**config.mk**
```make
export PLATFORM = sky130hd
export DESIGN_NAME = dots_square
export DESIGN_NICKNAME = d
export VERILOG_FILES = /design/src/drying_onset_time_solver_top_assert.svh /design/src/dots_square.sv
export SDC_FILE = /design/constraint.sdc
export NUM_CORES = 2
export LEC_CHECK = 0
export ABC_AREA = 0
export BUFFER_PORTS_ARGS = -buffer_cell sky130_fd_sc_hd__buf_2
export CORE_ASPECT_RATIO = 0.5
export CORE_MARGIN = 2
export CORE_UTILIZATION = 65
export DETAILED_ROUTE_END_ITERATION = 10
export PLACE_DENSITY = 0.81
export SETUP_SLACK_MARGIN = 0.3
export SLEW_MARGIN = 20
export SYNTH_ARGS = -nofsm -noshare
export SYNTH_HDL_FRONTEND = slang
export SYNTH_SLANG_ARGS = --single-unit
export TNS_END_PERCENT = 1
```
**constraint.sdc**
```tcl
create_clock -name clk -period 8.4 [get_ports clk]
set_input_delay 2.52 -clock clk [delete_from_list [all_inputs] [get_ports clk]]
set_output_delay 2.52 -clock clk [all_outputs]
set_load 0.05 [all_outputs]
```
**src/drying_onset_time_solver_top_assert.svh**
```systemverilog
// Assertion macros used by the drying onset time solver top level.
`ifndef DRYING_ONSET_TIME_SOLVER_TOP_ASSERT_SVH
`define DRYING_ONSET_TIME_SOLVER_TOP_ASSERT_SVH
`ifndef NO_ASSERTIONS
`define DOTS_ASSERT_IMP(lbl, ante, cons) \
	lbl: assert property (@(posedge clk) disable iff (!arst_n) (ante) |-> (cons)) \
	else $error("dots: implication check failed");
`define DOTS_ASSERT_NXT(lbl, ante, cons) \
	lbl: assert property (@(posedge clk) disable iff (!arst_n) (ante) |=> (cons)) \
	else $error("dots: next-cycle check failed");
`else
`define DOTS_ASSERT_IMP(lbl, ante, cons)
`define DOTS_ASSERT_NXT(lbl, ante, cons)
`endif
`endif

```
**src/dots_square.sv**
```systemverilog
// Squares R from partial products, rescales and saturates into the output register.
module dots_square #(
	parameter int FRAC_BITS = 16
) (
	input  logic        clk,
	input  logic        arst_n,
	input  logic        en,
	input  logic        in_valid,
	input  logic [47:0] in_r,
	input  logic        in_ovf,
	output logic        out_valid,
	output logic [31:0] out_time,
	output logic        out_sat
);
	logic        v_s1, v_s2, v_s3;
	logic [63:0] ll_s1;
	logic [47:0] hl_s1;
	logic [31:0] hh_s1;
	logic        ovf_s1, ovf_s2;
	logic [95:0] sq_s2;
	logic        sat;
	logic [31:0] time_s3;
	logic        sat_s3;

	always_ff @(posedge clk or negedge arst_n) begin
		if (!arst_n) begin
			v_s1 <= 1'b0;
			v_s2 <= 1'b0;
			v_s3 <= 1'b0;
		end else if (en) begin
			v_s1 <= in_valid;
			v_s2 <= v_s1;
			v_s3 <= v_s2;
		end
	end

	assign sat = ovf_s2 | (|sq_s2[95:96-FRAC_BITS]);

	always_ff @(posedge clk) begin
		if (en) begin
			ll_s1   <= in_r[31:0] * in_r[31:0];
			hl_s1   <= in_r[47:32] * in_r[31:0];
			hh_s1   <= in_r[47:32] * in_r[47:32];
			ovf_s1  <= in_ovf;
			sq_s2   <= 96'(ll_s1) + (96'(hl_s1) << 33) + (96'(hh_s1) << 64);
			ovf_s2  <= ovf_s1;
			time_s3 <= sat ? 32'hFFFF_FFFF : sq_s2[95-FRAC_BITS:64-FRAC_BITS];
			sat_s3  <= sat;
		end
	end

	assign out_valid = v_s3;
	assign out_time  = time_s3;
	assign out_sat   = sat_s3;
endmodule

```
Word level (Yosys, flattened, before mapping) --
Cells that the tools add are included.
Storage, ports and cells: latch bits 0, memories kept 0, flip-flop bits (word level) 278, memory bits (writable) 0, memory bits (read-only) 0
Cells by class: equality and inequality tests 0, muxes and demuxes 0, magnitude comparators 0, reduce and logical (&&, ||, !) cells 1, div/mod/pow operators 0, add/subtract/negate cells 2, multipliers 3, bitwise operators 1, shift-type cells 0
Operators with widths (number):
- adder 82 x 96 -> 96 bit | 1
- adder 64 x 81 -> 82 bit | 1
- multiplier 32 x 32 -> 64 bit | 1
- multiplier 16 x 32 -> 48 bit | 1
- multiplier 16 x 16 -> 32 bit | 1
- OR reduction 16 bit | 1
- bitwise OR 1 bit | 1

Depth between registers and ports, before layout --
depth in word-level cells 2, depth in mapped cells 31, mapped depth without buffers 30

Worst setup path after synthesis --
Ideal clock, no wire load.
path type input-to-reg, from input port in_r[2], to register ll_s1[63], data pin, path slack -1655 ps, arrival time 9795 ps, data required time 8140 ps, stages 30, library setup time 260 ps, path through clkbuf_1 > clkbuf_1 > buf_1 > nand2_1 > fa_1 > inv_1 > fa_1 > inv_1 > fa_1 > fa_1 > inv_1 > fa_1 > inv_1 > fa_1 > inv_1 > fa_1 > inv_1 > fa_1 > inv_1 > ha_1 > nand2_1 > nor4_1 > nand3_1 > o221ai_1 > o31ai_2 > o21ai_1 > o21ai_0 > o211ai_1 > a31oi_1 > xnor2_1
Between the ends: cells in the longest elaborated chain, start to end 1
Ends and longest elaborated chain:
- from (decl) | line dots_square.sv:9 | input logic [47:0] in_r,
- multiplier 32 x 32 -> 64 bit | line dots_square.sv:41 | ll_s1 <= in_r[31:0] * in_r[31:0];
- to (signal assigned) | line dots_square.sv:41
- to (decl) | line dots_square.sv:16 | logic [63:0] ll_s1;
Every way passes these cells. A chain may end at the register's enable or synchronous reset.

Final worst setup path --
from input port in_r[4], to register ll_s1[42], data pin
The elaborated chain is that of the path after synthesis.

==> flow_summary.yaml <==
routing:
  wirelength_mm: 173
  num_vias: 45952
  drt_first_iter_violations: 4265
  detail_route.vias_per_cell: 5.70
  dr.pass1.iters: 6
  routed_wire_length_per_instance_um: 21.5
  detail-route-antenna-nets: 0
  drc: 0
cells_and_area:
  finalNetCount: 8832
  layout-drive-gt1-share_pct: 16.2
  most-common-layout-cells: "sky130_fd_sc_hd__inv_1, sky130_fd_sc_hd__fa_1, sky130_fd_sc_hd__buf_4"
  final_common_cell: "sky130_fd_sc_hd__inv_1"
  layoutNonFillerInstCount: 8057
  area_growth_syn_to_layout_pct: 16.5
grt:
  grt_use_total_pct: 38.5
  overflow: 0
  pin_count_of_the_biggest_net_entering_global_routing: 74
  grt_pass1_vias: 51822
  antenna_found_initial: 7
  first_pass_grt_wire_length_mm: 275
timing:
  timing_max_transition_violations_final: 0
  worst_margin_slew_ns: 1.03
  grt_setup_unrepaired: "yes"
  period_share_pct: 113
  max_slew_margin_pct: 30.5
  period_needed_ns: 9.48
  hold_viol: 0
  postLayoutSetupSlackWorst_ns: -1.08
  maxClockFrequency_mhz: 105
  worst_hold_slack_ns: 0.484
  finalSetupTns_ns: -27.08
  final.setup_skew_ns: 0.0233
  setup_violations: 40
floorplan:
  initial_core_util_pct: 65.4
  rows: 78
  die_height_um: 217
  placeable_core_region_um2: 90400
  die_area_um2: 93600
  design.portCount: 87
  die_x_um: 431
setup_path:
  timing.critical_path.to_type: "flop"
  required_ns: 8.64
  critical-path-max-stage-delay_ns: 0.59
  worst-endpoint-arrival_ns: 9.72
  timing.critical_path.from_type: "input port"
  crit_path_top_cell_by_count: "sky130_fd_sc_hd__fa_1"
  timing.setup.critical_path_class: "in2reg"
  worstPathMaxFanout: 13
  worst_path_max_delay_cell: "sky130_fd_sc_hd__fa_2"
synth:
  per_instance_average_area_after_synthesis_um2: 9.61
  synth_enable_flop_cells: 193
  synth-seq-cells: 196
  synth.top_cells.by_area: "sky130_fd_sc_hd__fa_1, sky130_fd_sc_hd__ha_1, sky130_fd_sc_hd__inv_1"
  yosysWarningCount: 0
  netlist.area_leader.share_pct: 46.5
  syn_area_um2: 59100
  async_set_or_reset_register_ratio_after_synthesis_pct: 1.53
  synth.largest_area_cell: "sky130_fd_sc_hd__fa_1"
  synth_flop_cell: "sky130_fd_sc_hd__edfxtp_1"
  synth_seq_area_share_pct: 9.93
  mappedNetlistNets: 8142
  yosysUniqueCellTypes: 61
  postSynthCellCount: 6151
clock_tree:
  clk_pin_slew_ns: 0.09
  cts_tree: "done"
  cts_made_buffers: 17
  clkSinkCount: 196
  cts-htree-levels: 4
  clock-root-buffer: "sky130_fd_sc_hd__clkbuf_16"
  latest_clock_arrival_within_the_worst_skew_pair_ns: 0.49
  max-clock-path-buffers: 2
outcome:
  violated_checks: "negative setup slack"
  status: "finished with violations"
place:
  placement.io_buffers: 86
  dpl.cell_count: 8014
  dp_worst_setup_slack_ns: -1.98
  dpl.hpwl_mm: 143
  place_congestion: 0.983
hold_path:
  hp-class: "reg2reg"
job:
  drv_cap: 0
[stage by stage]
stage / util (%) / instance area [um^2]
5_1_grt: 76.2 / 68900
3_3_place_gp: 73.9 / 66800
3_5_place_dp: 73.9 / 66800
4_1_cts: 75.7 / 68400
2_1_floorplan: - / 59600
6_report: 76.2 / 68900
[worst max-delay path, delay by kind of cell]
kind                       cells  cell delay [ns]
adders and majority gates      9             4.28
buffers and inverters          8             0.93
AOI/OAI and AO/OA              4             0.93
and+or+nand+nor                6             0.75
xor gates and xnor gates       2             0.29
[state kept, by name, summed over array words and instances (netlist names)]
name,flops
hl_s1,48
out_time,32
sq_s2,48
v_s1,1
ovf_s2,1
ovf_s1,1
out_sat,1
v_s2,1
ll_s1,31
out_valid,1
hh_s1,31
[cell usage after synthesis (all sizes together) (2+ instances only)]
cell     instances
clkinv           7
mux2i            2
inv           1610
a221o            5
mux2             5
o2111ai          4
nand4           27
and4             3
or3              3
o21a            10
and2           375
a21oi          146
a31oi           17
a221oi           5
o211ai          12
nor2b           25
buf             10
nor2           178
nand2          754
a2111oi          2
a31o            13
fa            1373
xnor2          115
nor4             8
nor3            13
nand3           50
a41oi            5
a211oi          12
a211o            2
or2             12
clkbuf         236
xor2            84
dfrtp            3
a21boi           3
o21bai          12
and3            17
edfxtp         193
a21o            95
ha             565
o21ai           71
o31ai            3
nand2b          46
a41o             9
[layout make-up]
| class | count | area [um^2] |
|---|---|---|
| Clock buffer | 17 | 425 |
| Multi-Input combinational cell | 4092 | 47000 |
| Fill cell | 5698 | 21500 |
| Inverter | 1617 | 6080 |
| Timing Repair Buffer | 917 | 7750 |
| Sequential cell | 196 | 5870 |
| Clock inverter | 15 | 219 |
| Antenna cell | 3 | 7.51 |
| Tap cell | 1200 | 1500 |
[what timing repair did]
item / CTS / global route
hold buffers: 0 / 0
endpoints found under the setup margin: 74 / 69
setup buffers: 6 / 2
pin swaps: 28 / 27
gates resized for setup: 219 / 104
[per-layer routing]
metal | track usage (%) | share of wire (%)
met1 | 48.3 | 37
met2 | 63.7 | 47
met3 | 9.62 | 11
met4 | 17.1 | 5.5
met5 | 0 | 0.013
[kinds of logic (layout without fill, tap and decap cells)]
family,Yosys count,count (layout),synth area share (%)
XOR/XNOR,199,199,2.95
multiplexers,7,7,0.129
AO/OA/AOI/OAI,434,434,4.78
buffers and inverters,1863,2566,11.8
adder cells (fa/ha/maj),1938,1938,58.4
AND/OR/NAND/NOR,1514,1514,12.0
flip-flops,196,196,9.93
other,0,3,0
[worst paths after layout]
check                          start   endpoint  slack (ns)  cells past startpoint
setup / recovery             in_r[4]  ll_s1[42]       -1.08                     29
hold / removal                ovf_s1     ovf_s2        0.48                      0
setup reg to reg           ll_s1[34]  sq_s2[84]        4.24                     11
hold reg to reg               ovf_s1     ovf_s2        0.48                      0
max in group asynchronous     arst_n  out_valid        6.47                      1
min in group asynchronous     arst_n       v_s1        1.82                      1
Power is left out: the tool's default activity adds up to more than one toggle a clock period on the data nets, which glitch-free logic cannot reach.
